===== src/rtl/wii_pkg.sv =====
// ============================================================================
// wii_pkg
// Shared widths, register codes, types and helpers of the windowed integer
// integrator.
// ============================================================================
package wii_pkg;

    // sample store depth and derived widths
    localparam int WINDOW_DEPTH = 1024;
    localparam int ADDR_W       = (WINDOW_DEPTH > 1) ? $clog2(WINDOW_DEPTH) : 1;
    localparam int FILL_W       = $clog2(WINDOW_DEPTH + 1);
    localparam int SUM_W        = FILL_W + 1;

    // fixed field widths
    localparam int DATA_W      = 32;
    localparam int ACC_W       = 64;
    localparam int LEN_W       = 11;
    localparam int LIMIT_W     = 2;
    localparam int CFG_INDEX_W = 3;
    localparam int CFG_DATA_W  = 32;
    localparam int CNT_W       = (FILL_W > LEN_W) ? FILL_W : LEN_W;
    localparam int REM_W       = DATA_W + 1;
    localparam int DIV_CNT_W   = $clog2(ACC_W);

    localparam int DEFAULT_WINDOW_LENGTH = 100;

    // scalar types
    typedef logic signed [DATA_W-1:0] data_t;
    typedef logic signed [ACC_W-1:0]  acc_t;
    typedef logic signed [ACC_W:0]    wide_t;
    typedef logic [ADDR_W-1:0]        addr_t;
    typedef logic [FILL_W-1:0]        fill_t;
    typedef logic [SUM_W-1:0]         sum_t;
    typedef logic [CNT_W-1:0]         cnt_t;
    typedef logic [LEN_W-1:0]         len_t;
    typedef logic [LIMIT_W-1:0]       limit_t;
    typedef logic [CFG_INDEX_W-1:0]   cfg_index_t;
    typedef logic [REM_W-1:0]         rem_t;
    typedef logic [DIV_CNT_W-1:0]     div_cnt_t;

    // register indexes
    localparam cfg_index_t REG_LIMIT_MODE    = 3'd0;
    localparam cfg_index_t REG_UPPER_LIMIT   = 3'd1;
    localparam cfg_index_t REG_LOWER_LIMIT   = 3'd2;
    localparam cfg_index_t REG_INITIAL_VALUE = 3'd3;
    localparam cfg_index_t REG_WINDOW_MODE   = 3'd4;
    localparam cfg_index_t REG_WINDOW_LENGTH = 3'd5;

    // limit modes
    localparam limit_t LIM_NONE = 2'd0;
    localparam limit_t LIM_SAT  = 2'd1;
    localparam limit_t LIM_WRAP = 2'd2;

    // command to the sample window
    typedef struct packed {
        logic  load;
        logic  pop;
        logic  push;
        data_t data;
    } win_cmd_t;

    // window status back to the core
    typedef struct packed {
        fill_t fill;
        data_t head_data;
    } win_stat_t;

    // wrap unit request and response
    typedef struct packed {
        logic  start;
        acc_t  acc;
        data_t bot;
        data_t top;
    } wrap_req_t;

    typedef struct packed {
        logic  done;
        data_t value;
    } wrap_rsp_t;

    // sign extension of a sample to accumulator width
    function automatic acc_t sext_data(input data_t v);
        return {{(ACC_W - DATA_W){v[DATA_W-1]}}, v};
    endfunction

endpackage


===== src/rtl/wii_out_buf.sv =====
// ============================================================================
// wii_out_buf
// Output register with a skid stage, so a result can be taken in while the
// previous one is still stalled.
// ============================================================================
module wii_out_buf (
    input  logic           clk,
    input  logic           rst_n,
    input  logic           res_valid,
    input  wii_pkg::data_t res_data,
    output logic           out_valid,
    input  logic           out_stall,
    output wii_pkg::data_t integral,
    output logic           full
);

    logic           out_valid_reg, out_valid_next;
    logic           skid_valid_reg, skid_valid_next;
    wii_pkg::data_t out_data_reg, out_data_next;
    wii_pkg::data_t skid_data_reg, skid_data_next;
    logic           free;

    assign free = !out_valid_reg || !out_stall;

    // refill the output register from the skid stage first
    always_comb
    begin
        out_valid_next  = out_valid_reg;
        out_data_next   = out_data_reg;
        skid_valid_next = skid_valid_reg;
        skid_data_next  = skid_data_reg;
        if (free)
        begin
            if (skid_valid_reg)
            begin
                out_valid_next  = 1'b1;
                out_data_next   = skid_data_reg;
                skid_valid_next = res_valid;
                skid_data_next  = res_data;
            end
            else
            begin
                out_valid_next = res_valid;
                out_data_next  = res_data;
            end
        end
        else if (res_valid)
        begin
            skid_valid_next = 1'b1;
            skid_data_next  = res_data;
        end
    end

    always_ff @(posedge clk or negedge rst_n)
    begin
        if (!rst_n)
        begin
            out_valid_reg  <= 1'b0;
            skid_valid_reg <= 1'b0;
        end
        else
        begin
            out_valid_reg  <= out_valid_next;
            skid_valid_reg <= skid_valid_next;
        end
    end

    always_ff @(posedge clk)
    begin
        out_data_reg  <= out_data_next;
        skid_data_reg <= skid_data_next;
    end

    assign out_valid = out_valid_reg;
    assign integral  = out_data_reg;
    assign full      = skid_valid_reg;

    // checks
    a_skid_order: assert property (@(posedge clk) disable iff (!rst_n)
        skid_valid_reg |-> out_valid_reg)
        else $error("skid stage holds a result ahead of an empty output");

endmodule


===== config.mk =====
export PLATFORM = sky130hd
export DESIGN_NAME = wii_out_buf
export DESIGN_NICKNAME = d
export VERILOG_FILES = /design/src/rtl/wii_pkg.sv /design/src/rtl/wii_out_buf.sv
export SDC_FILE = /design/constraint.sdc
export NUM_CORES = 1
export LEC_CHECK = 0
export BUFFER_PORTS_ARGS = -buffer_cell sky130_fd_sc_hd__buf_2
export CAP_MARGIN = 20
export CORE_MARGIN = 4
export CORE_UTILIZATION = 51
export DETAILED_ROUTE_END_ITERATION = 6
export GPL_TIMING_DRIVEN = 1
export PLACE_DENSITY = 0.78
export SETUP_SLACK_MARGIN = 0.15
export SYNTH_ARGS = -nofsm -noshare
export SYNTH_HDL_FRONTEND = slang
export SYNTH_SLANG_ARGS = --single-unit
export TNS_END_PERCENT = 1

===== constraint.sdc =====
create_clock -name clk -period 2.9 [get_ports clk]
set_clock_uncertainty 0.05 [all_clocks]
set_input_delay 0.145 -clock clk [delete_from_list [all_inputs] [get_ports clk]]
set_output_delay 0.145 -clock clk [all_outputs]
set_load 0.01 [all_outputs]

==> summary.txt <==
Power
  – Peak VDD IR: between 0.0004 and 0.0005 V
  – Leak: about 1.4 nW
  – Pwr Total: 0.00226 W
  – Pwr/cell area: 656 mW/mm^2

Cells and area
  – Area of the multi-input gates: between 400 and 500 um^2
  – Area Overhead vs Synth: 35.8%
  – # diodes: 0
  – Filler cells: roughly 300
  – Final Net Count: 256
  – Leading cell type in the layout, fill and taps excluded: buf_2
  – Reg area: 0.00197 mm^2
  – Share of layout cells above drive strength 1: between 50% and 60%
  – Most frequent cells in the layout: buf_2, edfxtp_1, dlygate4sd3_1, mux2_4, clkbuf_8

Setup path
  – Startpoint Class: flop
  – Crit Reg-Reg Startpoint: full
  – Critical Path RT: 2.71 ns
  – Crit path max-delay family: buffers and inverters
  – CP Max Fanout: 26
  – CP bufs+invs: 2
  – R2R Path End: integral[29]
  – Worst path slowest cell: dfrtp_2
  – R2R setup slack: 1.17 ns
  – CP arrival: 1.57 ns
  – CP Capture Type: output port
  – Worst-path cell chain: buf_4, buf_2
  – Slowest cell delay on critical path: 0.55 ns
  – Critical path type: flop to output port
  – Reg2reg path depth: 2

CTS
  – Clk root buf: clkbuf_8
  – CTS tree: yes
  – Clk sinks: 66
  – Num CTS Buffers: 9
  – Post-CTS Setup Bufs: 0
  – CTS max path bufs: 2
  – Later-pin clock latency in the skew report: 0.32 ns
  – # H-tree levels: 3
  – Clock transition at the registers of the reported paths: 0.06 ns

Run status
  – Status: complete, no violations

Route
  – Number of detailed-route iterations in the first pass: 4
  – WL final: 4.55 mm
  – Vias/cell: slightly below 5
  – DRT iter0 DRCs: approximately 110
  – Vias: roughly 1400
  – Avg WL per Cell: 15.6 um
  – Antenna-violating nets left: 0
  – DRC: 0

STA
  – Final setup violation count: 0
  – Actual slew at the worst max-slew pin: 0.450 ns
  – RSZ-0062 raised after global routing: no
  – Fin Hold WS: between 0.04 and 0.05 ns
  – Final setup TNS: 0 ns
  – Slew margin rel.: a little over two thirds
  – Peak Freq: 567 MHz
  – Min cycle time layout: roughly 1.8 ns
  – Tcrit/Tclk final: 60.9%
  – Final hold vios: 0
  – Fin. max-slew vios: 0

Yosys
  – Synthesis Warnings: 0
  – Sequential area share after synthesis: 77.9%
  – Cells after Synth: 108
  – Synthesized Nets: ~140
  – Synth Cell Area: 0.00253 mm^2
  – Register bit total from synthesis: 66
  – Synth cell types: 11
  – Avg Cell Area, Syn: around 23 um^2

GRT
  – GRT Resource Usage Total: 16.4%
  – Largest net degree at the start of global routing: 33
  – GR Layer Usage met1: a little under a fifth
  – Vias in the first global route: ~1500
  – Most Crowded Layer GR: met2
  – Grt met2 use: 27.1%
  – First-pass GRT wire length: between 7 and 8 mm
  – Initial antenna violation count: 0
  – GR Util met3: 5.28%
  – Overflow after GRT: 0

Floorplanning
  – IO Pins: 70
  – Die area: 0.00616 mm^2
  – Core Footprint: 0.00475 mm^2
  – Row Count: 25
  – Die width: between 70 and 80 um
  – Starting Density: 53.3%
  – Die height: 78.5 um

Place
  – Number of port buffers: 69
  – GP Congestion: 0.699
  – DP HPWL: roughly 2.9 mm

Run
  – Max-Cap Viols: 0

Hold path
  – Min-Delay Endpoint: out_valid
  – Hold Crit Class: input pin to flop
  – WHS Path Cells: 3
  – Hold Crit Start: res_valid
synth_stat cells (all sizes together):
master | n | area (um^2)
mux2 | 33 | 473
nand2b | 1 | 6.26
a31oi | 1 | 6.26
buf | 4 | 62.6
dfrtp | 2 | 50.1
nand2 | 1 | 3.75
nor2 | 1 | 3.75
a21oi | 1 | 5.00
edfxtp | 64 | 1920
what timing repair did:
item                                    4_1_cts  5_1_grt
hold buffers                                 33        0
endpoints found under the setup margin        0        0
endpoints found under the hold margin        34        0
gates resized for setup                       0        0
per-stage QoR:
stage               instance area [um^2]  setup WS, ns  instances  util, %
global placement                    2940          1.25        243     61.7
CTS                                 3440          1.12        291     72.3
finish                              3440          1.14        291     72.3
global route                        3440          1.06        291     72.3
floorplan                           2530         0.619        108        -
detailed placement                  2940          1.19        243     61.7
tightest hold or removal path: cells and delay by family:
kind                   cells  cell delay (ns)
buffers and inverters      1             0.11
AOI/OAI and AO/OA          1             0.05
and+or+nand+nor            1             0.07
area by class of cell:
cell class,count,share of cell area [%]
clock buffers,10,3.71
clock inverters,5,1.35
multi-input cells,38,14.5
flip-flops and latches,66,57.4
well taps,67,2.44
repair buffers,105,20.7
power by group:
| part | switching, W | internal (W) | total [W] | leakage (nW) |
|---|---|---|---|---|
| registers | 0.0000372 | 0.00119 | 0.00122 | 0.647 |
| logic | 0.000157 | 0.000192 | 0.000349 | 0.667 |
| clock network | 0.000301 | 0.000382 | 0.000683 | 0.0886 |
| total | 0.000495 | 0.00176 | 0.00226 | 1.40 |
how the worst max path moves through the flow:
stage                       endpoint  depth (start not counted)  slack [ns]      start
finish                          full                          2        1.14       full
floorplan           skid_data_reg[0]                          2        0.62  out_valid
global placement        integral[30]                          2        1.25       full
detailed placement       integral[0]                          2        1.19       full
CTS                             full                          2        1.12       full
global route                    full                          2        1.06       full
cells by family (layout without fill, tap and decap cells):
kind of cell | Yosys count | after routing | share of synthesized area [%]
AO/OA/AOI/OAI | 2 | 2 | 0.445
flip-flops | 66 | 66 | 77.9
buffers and inverters | 4 | 120 | 2.47
AND/OR/NAND/NOR | 3 | 3 | 0.543
multiplexers | 33 | 33 | 18.7
layer usage:
metal  share of wire, %  vias to the layer above
met2                 51                       58
met1                 41                      690
met3                6.1                        9
met5                  0                        -
li1                   -                      652
met4                2.0                        0
Note: power is estimated with default switching activity, not from simulation.
