## src/rtl/wii_pkg.sv

```systemverilog
// ============================================================================
// wii_pkg
// Shared widths, register codes, types and helpers of the windowed integer
// integrator.
// ============================================================================
package wii_pkg;

    // sample store depth and derived widths
    localparam int WINDOW_DEPTH = 1024;
    localparam int ADDR_W       = (WINDOW_DEPTH > 1) ? $clog2(WINDOW_DEPTH) : 1;
    localparam int FILL_W       = $clog2(WINDOW_DEPTH + 1);
    localparam int SUM_W        = FILL_W + 1;

    // fixed field widths
    localparam int DATA_W      = 32;
    localparam int ACC_W       = 64;
    localparam int LEN_W       = 11;
    localparam int LIMIT_W     = 2;
    localparam int CFG_INDEX_W = 3;
    localparam int CFG_DATA_W  = 32;
    localparam int CNT_W       = (FILL_W > LEN_W) ? FILL_W : LEN_W;
    localparam int REM_W       = DATA_W + 1;
    localparam int DIV_CNT_W   = $clog2(ACC_W);

    localparam int DEFAULT_WINDOW_LENGTH = 100;

    // scalar types
    typedef logic signed [DATA_W-1:0] data_t;
    typedef logic signed [ACC_W-1:0]  acc_t;
    typedef logic signed [ACC_W:0]    wide_t;
    typedef logic [ADDR_W-1:0]        addr_t;
    typedef logic [FILL_W-1:0]        fill_t;
    typedef logic [SUM_W-1:0]         sum_t;
    typedef logic [CNT_W-1:0]         cnt_t;
    typedef logic [LEN_W-1:0]         len_t;
    typedef logic [LIMIT_W-1:0]       limit_t;
    typedef logic [CFG_INDEX_W-1:0]   cfg_index_t;
    typedef logic [REM_W-1:0]         rem_t;
    typedef logic [DIV_CNT_W-1:0]     div_cnt_t;

    // register indexes
    localparam cfg_index_t REG_LIMIT_MODE    = 3'd0;
    localparam cfg_index_t REG_UPPER_LIMIT   = 3'd1;
    localparam cfg_index_t REG_LOWER_LIMIT   = 3'd2;
    localparam cfg_index_t REG_INITIAL_VALUE = 3'd3;
    localparam cfg_index_t REG_WINDOW_MODE   = 3'd4;
    localparam cfg_index_t REG_WINDOW_LENGTH = 3'd5;

    // limit modes
    localparam limit_t LIM_NONE = 2'd0;
    localparam limit_t LIM_SAT  = 2'd1;
    localparam limit_t LIM_WRAP = 2'd2;

    // command to the sample window
    typedef struct packed {
        logic  load;
        logic  pop;
        logic  push;
        data_t data;
    } win_cmd_t;

    // window status back to the core
    typedef struct packed {
        fill_t fill;
        data_t head_data;
    } win_stat_t;

    // wrap unit request and response
    typedef struct packed {
        logic  start;
        acc_t  acc;
        data_t bot;
        data_t top;
    } wrap_req_t;

    typedef struct packed {
        logic  done;
        data_t value;
    } wrap_rsp_t;

    // sign extension of a sample to accumulator width
    function automatic acc_t sext_data(input data_t v);
        return {{(ACC_W - DATA_W){v[DATA_W-1]}}, v};
    endfunction

endpackage

```

## src/rtl/wii_wrap_div.sv

```systemverilog
// ============================================================================
// wii_wrap_div
// Serial remainder unit for wrap mode: folds the accumulator into
// bot..top as bot + ((acc - bot) mod (top - bot + 1)), one bit per cycle.
// ============================================================================
module wii_wrap_div (
    input  logic               clk,
    input  logic               rst_n,
    input  wii_pkg::wrap_req_t req,
    output wii_pkg::wrap_rsp_t rsp
);

    typedef enum logic [3:0] {
        DV_IDLE = 4'b0001,
        DV_PREP = 4'b0010,
        DV_STEP = 4'b0100,
        DV_FIN  = 4'b1000
    } dv_state_t;

    dv_state_t          state_reg, state_next;
    wii_pkg::acc_t      hold_reg;
    wii_pkg::data_t     bot_reg;
    wii_pkg::data_t     top_reg;
    logic               neg_reg;
    logic [wii_pkg::ACC_W-1:0] dvd_reg;
    wii_pkg::rem_t      rem_reg, rem_next;
    wii_pkg::rem_t      div_reg;
    wii_pkg::div_cnt_t  cnt_reg;

    wii_pkg::wide_t     wa, wb, d_ab, d_ba;
    logic [wii_pkg::REM_W:0] rem_sh, trial;
    logic               ge;
    wii_pkg::rem_t      mod_val;
    logic [wii_pkg::REM_W:0] sum_val;

    // distance from the bottom, as sign and magnitude
    assign wa   = {hold_reg[wii_pkg::ACC_W-1], hold_reg};
    assign wb   = {{(wii_pkg::ACC_W + 1 - wii_pkg::DATA_W){bot_reg[wii_pkg::DATA_W-1]}},
                   bot_reg};
    assign d_ab = wa - wb;
    assign d_ba = wb - wa;

    // one restoring remainder step
    assign rem_sh = {rem_reg, dvd_reg[wii_pkg::ACC_W-1]};
    assign trial  = rem_sh - {1'b0, div_reg};
    assign ge     = rem_sh >= {1'b0, div_reg};
    assign rem_next = ge ? trial[wii_pkg::REM_W-1:0] : rem_sh[wii_pkg::REM_W-1:0];

    // fold a negative distance and add the bottom back
    assign mod_val = (neg_reg && (rem_reg != '0)) ? div_reg - rem_reg : rem_reg;
    assign sum_val = {{2{bot_reg[wii_pkg::DATA_W-1]}}, bot_reg} + {1'b0, mod_val};

    // sequencer
    always_comb
    begin
        state_next = state_reg;
        unique case (state_reg)
            DV_IDLE: if (req.start) state_next = DV_PREP;
            DV_PREP: state_next = DV_STEP;
            DV_STEP:
            begin
                if (cnt_reg == wii_pkg::div_cnt_t'(wii_pkg::ACC_W - 1))
                begin
                    state_next = DV_FIN;
                end
            end
            DV_FIN:  state_next = DV_IDLE;
            default: state_next = DV_IDLE;
        endcase
    end

    always_ff @(posedge clk or negedge rst_n)
    begin
        if (!rst_n)
        begin
            state_reg <= DV_IDLE;
        end
        else
        begin
            state_reg <= state_next;
        end
    end

    // datapath registers
    always_ff @(posedge clk)
    begin
        if (state_reg == DV_IDLE && req.start)
        begin
            hold_reg <= req.acc;
            bot_reg  <= req.bot;
            top_reg  <= req.top;
        end
        if (state_reg == DV_PREP)
        begin
            neg_reg <= d_ab[wii_pkg::ACC_W];
            dvd_reg <= d_ab[wii_pkg::ACC_W] ? d_ba[wii_pkg::ACC_W-1:0]
                                            : d_ab[wii_pkg::ACC_W-1:0];
            div_reg <= {top_reg[wii_pkg::DATA_W-1], top_reg}
                     - {bot_reg[wii_pkg::DATA_W-1], bot_reg}
                     + wii_pkg::rem_t'(1);
            rem_reg <= '0;
            cnt_reg <= '0;
        end
        if (state_reg == DV_STEP)
        begin
            rem_reg <= rem_next;
            dvd_reg <= {dvd_reg[wii_pkg::ACC_W-2:0], 1'b0};
            cnt_reg <= cnt_reg + wii_pkg::div_cnt_t'(1);
        end
    end

    assign rsp.done  = (state_reg == DV_FIN);
    assign rsp.value = sum_val[wii_pkg::DATA_W-1:0];

endmodule

```

## config.mk

```make
export PLATFORM = sky130hd
export DESIGN_NAME = wii_wrap_div
export DESIGN_NICKNAME = d
export VERILOG_FILES = /design/src/rtl/wii_pkg.sv /design/src/rtl/wii_wrap_div.sv
export SDC_FILE = /design/constraint.sdc
export NUM_CORES = 1
export LEC_CHECK = 0
export BUFFER_PORTS_ARGS = -buffer_cell sky130_fd_sc_hd__buf_2
export CELL_PAD_IN_SITES_DETAIL_PLACEMENT = 0
export CELL_PAD_IN_SITES_GLOBAL_PLACEMENT = 1
export CORE_ASPECT_RATIO = 1.1
export CORE_MARGIN = 1
export CORE_UTILIZATION = 30
export DETAILED_ROUTE_END_ITERATION = 10
export GPL_TIMING_DRIVEN = 1
export PLACE_DENSITY = 0.66
export SLEW_MARGIN = 20
export SYNTH_ARGS = -nofsm -noshare
export SYNTH_HDL_FRONTEND = slang
export SYNTH_SLANG_ARGS = --single-unit
```

## constraint.sdc

```tcl
create_clock -name clk -period 7.3 [get_ports clk]
set_clock_uncertainty 0.2 [all_clocks]
set_input_delay 0 -clock clk [delete_from_list [all_inputs] [get_ports clk]]
set_output_delay 0 -clock clk [all_outputs]
set_load 0.01 [all_outputs]
```

==> metrics, run 1 <==
fmax=about 140 MHz; Synth Cell Area=between 20000 and 25000 sq um; Pins Over Slew Limit=0; dpl hpwl=roughly 65 mm; Final #Nets=about 3600; cts bufs inserted=37; worst-margin pin slew=between 0.9 and 1 ns; Buf/Inv on CP=2; Via Count=22200; total of flip-flops plus latches after synthesis=269; type of origin of the critical path=flop; CTS sink count=about 270; ys async rst share=around 1.5%; floorplan row count=around 110; delay-heaviest family, CP=compound AO/OA/AOI/OAI gates; path depth of the worst reg2reg path=14; worst path required time=slightly above 7 ns; CTS Buffer Depth=3; top_reg_cell synth=edfxtp_1; critical path cell sequence=inv_1, ha_1, nor2b_1, o2111ai_1, a41o_1, a32oi_1, a21oi_1, o21ai_1, a21oi_1, o21bai_1, a21oi_1, xor2_1, o21ai_0, ha_1, a21oi_1, nand3b_1, a2111oi_2, nor2_1, nand4_1, a41oi_1, o21a_1, nor2_1, xnor2_1, buf_2; status=finished clean; PwrDens=about 380 nW/um^2; post-synthesis xor/xnor area fraction=just over 6%; routability cong.=0.910; Post-Synth Adder-Cell Area=between 10% and 20%; worst vdd ir=approximately 0.26 mV; Total GRT Usage=between 20 and 25%; Slowest-stage cell, CP=a2111oi_2; largest net degree at the start of global routing=slightly above 70; WL/cell=between 20 and 25 um; Worst Hold Class=input port to async pin; simple-gate portion of the synthesized area=approximately 14%; GR Util met2=~36%; GRT overflow=0; routing usage on met3=roughly 2.1%; vias per inst=approximately 5.3; Avg Inst Size Synth=between 8 and 9 sq um; Crit path largest cell delay=about 0.66 ns; crit end category=output port; Clock Root Buffer=clkbuf_16; count of different cell masters after synthesis=just under 90; initial antenna violation count=0; largest family of logic cells by synthesized area=compound AO/OA/AOI/OAI gates; final wirelength=85.4 mm; Top Ports=about 160; met1 global-route usage=25.8%; Reg2Reg Setup Slack=1.73 ns; most used cell, CP=a21oi_1; final hold violations=0; number of enable flip-flop cells after synthesis=264; post-route DRC violation count=0; die area=slightly above 80000 sq um; Min Hold Slack=0.132 ns; post-synthesis sequential area ratio=between 30% and 40%; chip width=273 um; Yosys warning count=0; IO Port Bufs=~160; clk_lat worst skew=around 0.58 ns; Reg clk slew, reported paths=0.06 ns; vias in the first global route=~22000; Power Total=between 10 and 15 mW; Syn-to-layout area delta=23.7%; multiplexer share of the synthesized area=under 10%; Initial Utilization=30.3%; Setup TNS=0 ns; Filler cells=~8300; CTS tree=built; Pleak=roughly 13 nW; DIE HEIGHT=300 um; crit path time final=about 6.9 ns; CP arrival=6.75 ns; DR iter-0 viols=1642; Seq. cell area=8050 sq um; MaxCap Viol Count=0; Setup Crit Path Kind=flop to output port; worst r2r src=bot_reg[31]; multi-input logic area=approximately 15000 sq um; gr busiest metal=met2; H-tree level count=2; Synth Net Count=3185; share of the clock period used by the worst path=95.2%; final setup fails=0; layout cells sized above 1=8.82%; Post-Synthesis Cells=~2800; FF-to-FF End=dvd_reg[27]; core area=approximately 80000 sq um; DR pass1 iterations=8; Max transition margin=between 30% and 40%; RSZ-0062 raised after global routing=no; post-synthesis compound-gate area fraction=approximately a quarter; Final ANT Viol Nets=0; first-pass GRT wire length=approximately 130 mm; critical path peak fanout=6
where the power goes:
group	switching, mW	leakage, nW	internal [mW]
logic	4.39	9.54	2.69
clock network	0.776	0.614	1.14
registers	0.285	2.53	2.23
total	5.45	12.7	6.06
cell usage after synthesis (11+ instances only):
library cell  count  area [sq um]
buf_2            14          70.1
nand4_1          52           325
a31oi_1          21           131
inv_1           235           882
nor4_1           20           125
and3_1           21           131
a211oi_1         20           150
a221oi_1         11          96.3
xnor2_1         109           955
o21ai_1          34           170
nor3_1           36           180
mux2i_1          54           541
nor2b_1          30           188
xor2_1           57           499
nand3_1          51           255
and2_1           12          75.1
nand2_1         234           878
or3_1            15          93.8
o211ai_1         11          82.6
nor2_1          162           608
nand2b_1         27           169
o21bai_1         56           420
ha_1            291          3640
edfxtp_1        264          7930
o31ai_1          17           128
clkbuf_1         75           282
o21a_1           39           293
a21oi_1         306          1530
o21ai_0         219          1100
a21o_1           93           698
timing repair:
item,in CTS,in global routing
hold buffers,258,1
gates resized for setup,1,1
setup endpoints to repair,2,2
endpoints found under the hold margin,148,1
buffers inserted,0,0
cells in the final DEF (no fill, tap or decap), drive strengths merged, types with 9 or more instances in the layout:
cell and instances:
a211oi 21, a21o 93, a21oi 306, a221oi 11
a31oi 21, and2 12, and3 21, and4 9
buf 181, clkbuf 42, clkinv 15, dlygate4sd3 259
edfxtp 264, ha 291, inv 238, mux2i 54
nand2 236, nand2b 27, nand3 52, nand4 52
nor2 162, nor2b 30, nor3 36, nor4 20
o211ai 11, o21a 39, o21ai 253, o21bai 57
o22ai 9, o31ai 17, or3 15, xnor2 109
xor2 57
worst max path at each step:
| stage | startpoint | to | slack [ns] | depth (start not counted) |
|---|---|---|---|---|
| 6_report | rem_reg[1] | rsp[30] | 0.35 | 24 |
| 3_3_place_gp | rem_reg[1] | rsp[30] | 0.16 | 24 |
| 5_1_grt | rem_reg[1] | rsp[30] | 0.04 | 24 |
| 3_5_place_dp | rem_reg[1] | rsp[30] | 0.56 | 24 |
| 4_1_cts | rem_reg[1] | rsp[30] | 0.24 | 24 |
| 2_1_floorplan | state_reg[0] | bot_reg[0] | 0.51 | 2 |
logic make-up after synthesis:
family                     Yosys count
DFF                                269
and+or+nand+nor                    697
buffers and inverters              336
adders and majority gates          297
AOI/OAI and AO/OA                  932
xor gates and xnor gates           167
muxes                               59
metrics by stage:
| step | cell area [sq um] | worst slack [ns] | cells | utilization (%) |
|---|---|---|---|---|
| 3_5_place_dp | 26100 | 0.565 | 3892 | 32.6 |
| 5_1_grt | 30000 | 0.0383 | 4218 | 37.4 |
| 2_1_floorplan | 24300 | 0.514 | 2757 | - |
| 4_1_cts | 30000 | 0.238 | 4217 | 37.4 |
| 6_report | 30000 | 0.353 | 4219 | 37.4 |
| 3_3_place_gp | 26100 | 0.165 | 3892 | 32.6 |
worst reg2reg max path, cell delays in order (launching register included):
cell,delay [ns]
edfxtp_1,0.72
buf_4,0.30
ha_1,0.40
a21o_1,0.25
a21o_1,0.17
a21oi_1,0.24
o21ai_1,0.13
a2111oi_1,0.64
a21o_1,0.26
nand2_4,0.36
inv_2,0.54
buf_4,0.44
mux2i_1,0.43
xnor2_1,0.16
o21ai_1,0.08
final cells by class:
class | instances | area share [%]
clock buffers | 42 | 3.22
inverters | 236 | 2.95
well taps | 1054 | 4.40
multi-input cells | 2152 | 49.8
flip-flops and latches | 269 | 26.8
repair buffers | 440 | 11.8
clock inverters | 25 | 0.984
diodes | 1 | 0.00834
per-layer routing:
layer | vias up | share of wire (%)
li1 | 10900 | -
met3 | 113 | 3.7
met5 | - | 0
met2 | 534 | 50
met1 | 10700 | 44
met4 | 0 | 2.6
Power figures use the tool's default switching activity.
==> run 2: changes to the inputs <==
--- a/config.mk
+++ b/config.mk
@@ -5,15 +5,17 @@
 export SDC_FILE = /design/constraint.sdc
 export NUM_CORES = 1
 export LEC_CHECK = 0
+export ABC_AREA = 1
 export BUFFER_PORTS_ARGS = -buffer_cell sky130_fd_sc_hd__buf_2
 export CELL_PAD_IN_SITES_DETAIL_PLACEMENT = 0
 export CELL_PAD_IN_SITES_GLOBAL_PLACEMENT = 1
-export CORE_ASPECT_RATIO = 1.1
+export CORE_ASPECT_RATIO = 0.8
 export CORE_MARGIN = 1
 export CORE_UTILIZATION = 30
+export CTS_CLUSTER_SIZE = 20
 export DETAILED_ROUTE_END_ITERATION = 10
 export GPL_TIMING_DRIVEN = 1
-export PLACE_DENSITY = 0.66
+export PLACE_DENSITY = 0.69
 export SLEW_MARGIN = 20
 export SYNTH_ARGS = -nofsm -noshare
 export SYNTH_HDL_FRONTEND = slang
==> metrics, run 2 <==
status=finished clean (unchanged); core area=96900 sq um (was 80200 sq um); Syn-to-layout area delta=20.8% (was 23.7%); post-route DRC violation count=0 (unchanged); post-synthesis compound-gate area fraction=8.88% (was 23.6%); crit end category=output port (unchanged); post-synthesis xor/xnor area fraction=4.89% (was 6.09%); CTS tree=built (unchanged); vias per inst=4.81 (was 5.26); Synth Cell Area=29400 sq um (was 24300 sq um); Top Ports=164 (unchanged); ys async rst share=1.49% (unchanged); cts bufs inserted=38 (was 37); vias in the first global route=27900 (was 22300); largest family of logic cells by synthesized area=simple AND/OR/NAND/NOR gates (was compound AO/OA/AOI/OAI gates); Yosys warning count=0 (unchanged); worst-margin pin slew=1.20 ns (was 0.908 ns); post-synthesis sequential area ratio=27.4% (was 33.2%); Post-Synthesis Cells=4550 (was 2757); Hold Crit Depth=4; layout cells sized above 1=5.88% (was 8.82%); synth cell count leaders=nand2_1 (1651), inv_1 (819), nor2_1 (336) (was a21oi_1 (306), ha_1 (291), edfxtp_1 (264)); Max transition margin=18.9% (was 39.5%); Setup Crit Path Kind=flop to output port (unchanged); top_reg_cell synth=edfxtp_1 (unchanged); path depth of the worst reg2reg path=18 (was 14); DIE HEIGHT=282 um (was 300 um); H-tree level count=2 (unchanged); Reg clk slew, reported paths=0.06 ns (about the same); dominant cell type by area after synthesis=edfxtp_1 (unchanged); chip width=352 um (was 273 um); Worst Hold Class=input port to flop (was input port to async pin); worst path required time=7.10 ns (about the same); Via Count=30300 (was 22200); DR pass1 iterations=7 (was 8); WL/cell=19.5 um (was 20.2 um); count of different cell masters after synthesis=59 (was 87); final setup fails=0 (unchanged); Total GRT Usage=24.4% (was 20.4%); RSZ-0062 raised after global routing=no (unchanged); Filler cells=10600 (was 8264); die area=99100 sq um (was 82000 sq um); Synth Net Count=4978 (was 3185); total of flip-flops plus latches after synthesis=269 (unchanged); GRT overflow=0 (unchanged); Avg Inst Size Synth=6.45 sq um (was 8.80 sq um); CTS Buffer Depth=3 (unchanged); final hold violations=0 (unchanged); IO Port Bufs=163 (unchanged); crit path time final=6.08 ns (was 6.95 ns); Pins Over Slew Limit=0 (unchanged); floorplan row count=102 (was 109); Yosys top cell area share=27.0% (was 32.7%); first-pass GRT wire length=180 mm (was 130 mm); routability cong.=0.980 (was 0.910); Final #Nets=5388 (was 3564); clk_lat worst skew=0.60 ns (was 0.58 ns); largest net degree at the start of global routing=129 (was 71); most common cell in the netlist=nand2_1 (was a21oi_1); Setup TNS=0 ns (unchanged); Post-Synth Adder-Cell Area=12.8% (was 15.5%); DR iter-0 viols=3069 (was 1642); Final ANT Viol Nets=0 (unchanged); MaxCap Viol Count=0 (unchanged); critical path peak fanout=5 (was 6); number of enable flip-flop cells after synthesis=264 (unchanged); multiplexer share of the synthesized area=0% (was 2.48%); final wirelength=123 mm (was 85.4 mm); leading post-synthesis cells by cell area=edfxtp_1 (27%), nand2_1 (21%), ha_1 (12%) (was edfxtp_1 (33%), ha_1 (15%), a21oi_1 (6.3%)); most frequent cells in the layout=nand2_1 (1650), inv_1 (818), nor2_1 (336), nand3_1 (321), ha_1 (291) (was a21oi_1 (306), ha_1 (291), edfxtp_1 (264), dlygate4sd3_1 (259), inv_1 (234)); dpl hpwl=100 mm (was 65.1 mm); CP arrival=5.88 ns (was 6.75 ns); Initial Utilization=30.3% (about the same); simple-gate portion of the synthesized area=34.3% (was 13.7%); initial antenna violation count=3 (was 0); CTS sink count=269 (unchanged); type of origin of the critical path=flop (unchanged); most common cell after layout, fill and taps aside=nand2_1 (was a21oi_1); Clock Root Buffer=clkbuf_16 (unchanged); fmax=165 MHz (was 144 MHz); share of the clock period used by the worst path=83.3% (was 95.2%)
-- run 2: cell types whose count changed in the layout (fill, tap and decap cells not counted), moves of 34 or more --
cell,change
o21a_1,-34
xnor2_1,-60
nand2_1,+1417
inv_1,+584
a21oi_1,-49
a21o_1,-61
nand3_1,+270
xor2_1,+58
mux2i_1,-54
nor2_1,+175
o21ai_0,-112
-- run 2: final timing paths --
check | slack, ns | from | to
hold / removal | 0.12 | req[128] | state_reg[2]
hold reg to reg | 0.30 | dvd_reg[23] | dvd_reg[24]
setup reg to reg | 2.21 | bot_reg[1] | dvd_reg[43]
max in group asynchronous | 6.52 | rst_n | state_reg[0]
min in group asynchronous | 0.14 | rst_n | state_reg[1]
setup / recovery | 1.22 | rem_reg[0] | rsp[25]
-- run 2: worst max-delay path: stages, from the launching register on --
cell      delay [ns]
edfxtp_1        0.46
ha_1            0.26
fa_1            0.36
inv_1           0.07
nand2_1         0.07
o21ai_1         0.47
a21boi_0        0.17
buf_4           0.20
o21ai_1         0.33
nand2_1         0.09
nand2_1         0.17
nand2_1         0.08
inv_1           0.06
o21ai_1         0.05
o21ai_0         0.13
inv_1           0.10
ha_1            0.38
nand2_1         0.17
nor4_2          0.71
nand3_1         0.20
nand3_1         0.28
nand2_1         0.09
nand2_1         0.08
xor2_1          0.16
buf_2           0.15
-- run 2: repair_timing --
item / 4_1_cts / 5_1_grt
hold endpoints to repair: 136 / 0
gates resized for setup: 0 / 0
hold buffers: 259 / 0
buffers inserted: 0 / 0
-- run 2: area by class of cell --
type / count / area, sq um / share of cell area (%)
antenna: 1 / 2.50 / 0.00706
clock buffer: 47 / 1000 / 2.83
clock inverter: 19 / 245 / 0.692
inverter: 828 / 3110 / 8.77
multi-input combinational: 3389 / 17900 / 50.5
sequential: 269 / 8050 / 22.7
tap: 1300 / 1630 / 4.59
timing repair buffer: 434 / 3510 / 9.90
-- run 2: routing by layer --
| layer | share of wire (%) | global-route usage [%] | up-vias |
|---|---|---|---|
| li1 | - | - | 15200 |
| met1 | 52 | 39.1 | 13800 |
| met2 | 36 | 31.3 | 1160 |
| met3 | 11 | 7.15 | 85 |
| met4 | 1.4 | 3.92 | 2 |
| met5 | 0.0057 | 0 | - |
-- run 2: cells by family after synthesis --
group / count (synthesis)
simple gates: 2459
buf+inv: 892
compound gates: 469
fa+ha+maj: 297
flops: 269
xor+xnor: 164
-- run 2: metrics by stage --
step,cells,utilization [%],setup WS [ns],area [sq um],hold slack [ns]
floorplan,4550,-,0.696,29400,-0.496
global placement,5961,32.6,1.86,31600,-0.392
detailed placement,5961,32.6,1.88,31600,-0.391
CTS,6286,36.6,1.23,35500,0.0932
global route,6286,36.6,1.01,35500,0.159
finish,6287,36.6,1.22,35500,0.121
Power of run 2 is left out: the tool's default activity adds up to more than one toggle a clock period on the data nets, which glitch-free logic cannot reach.
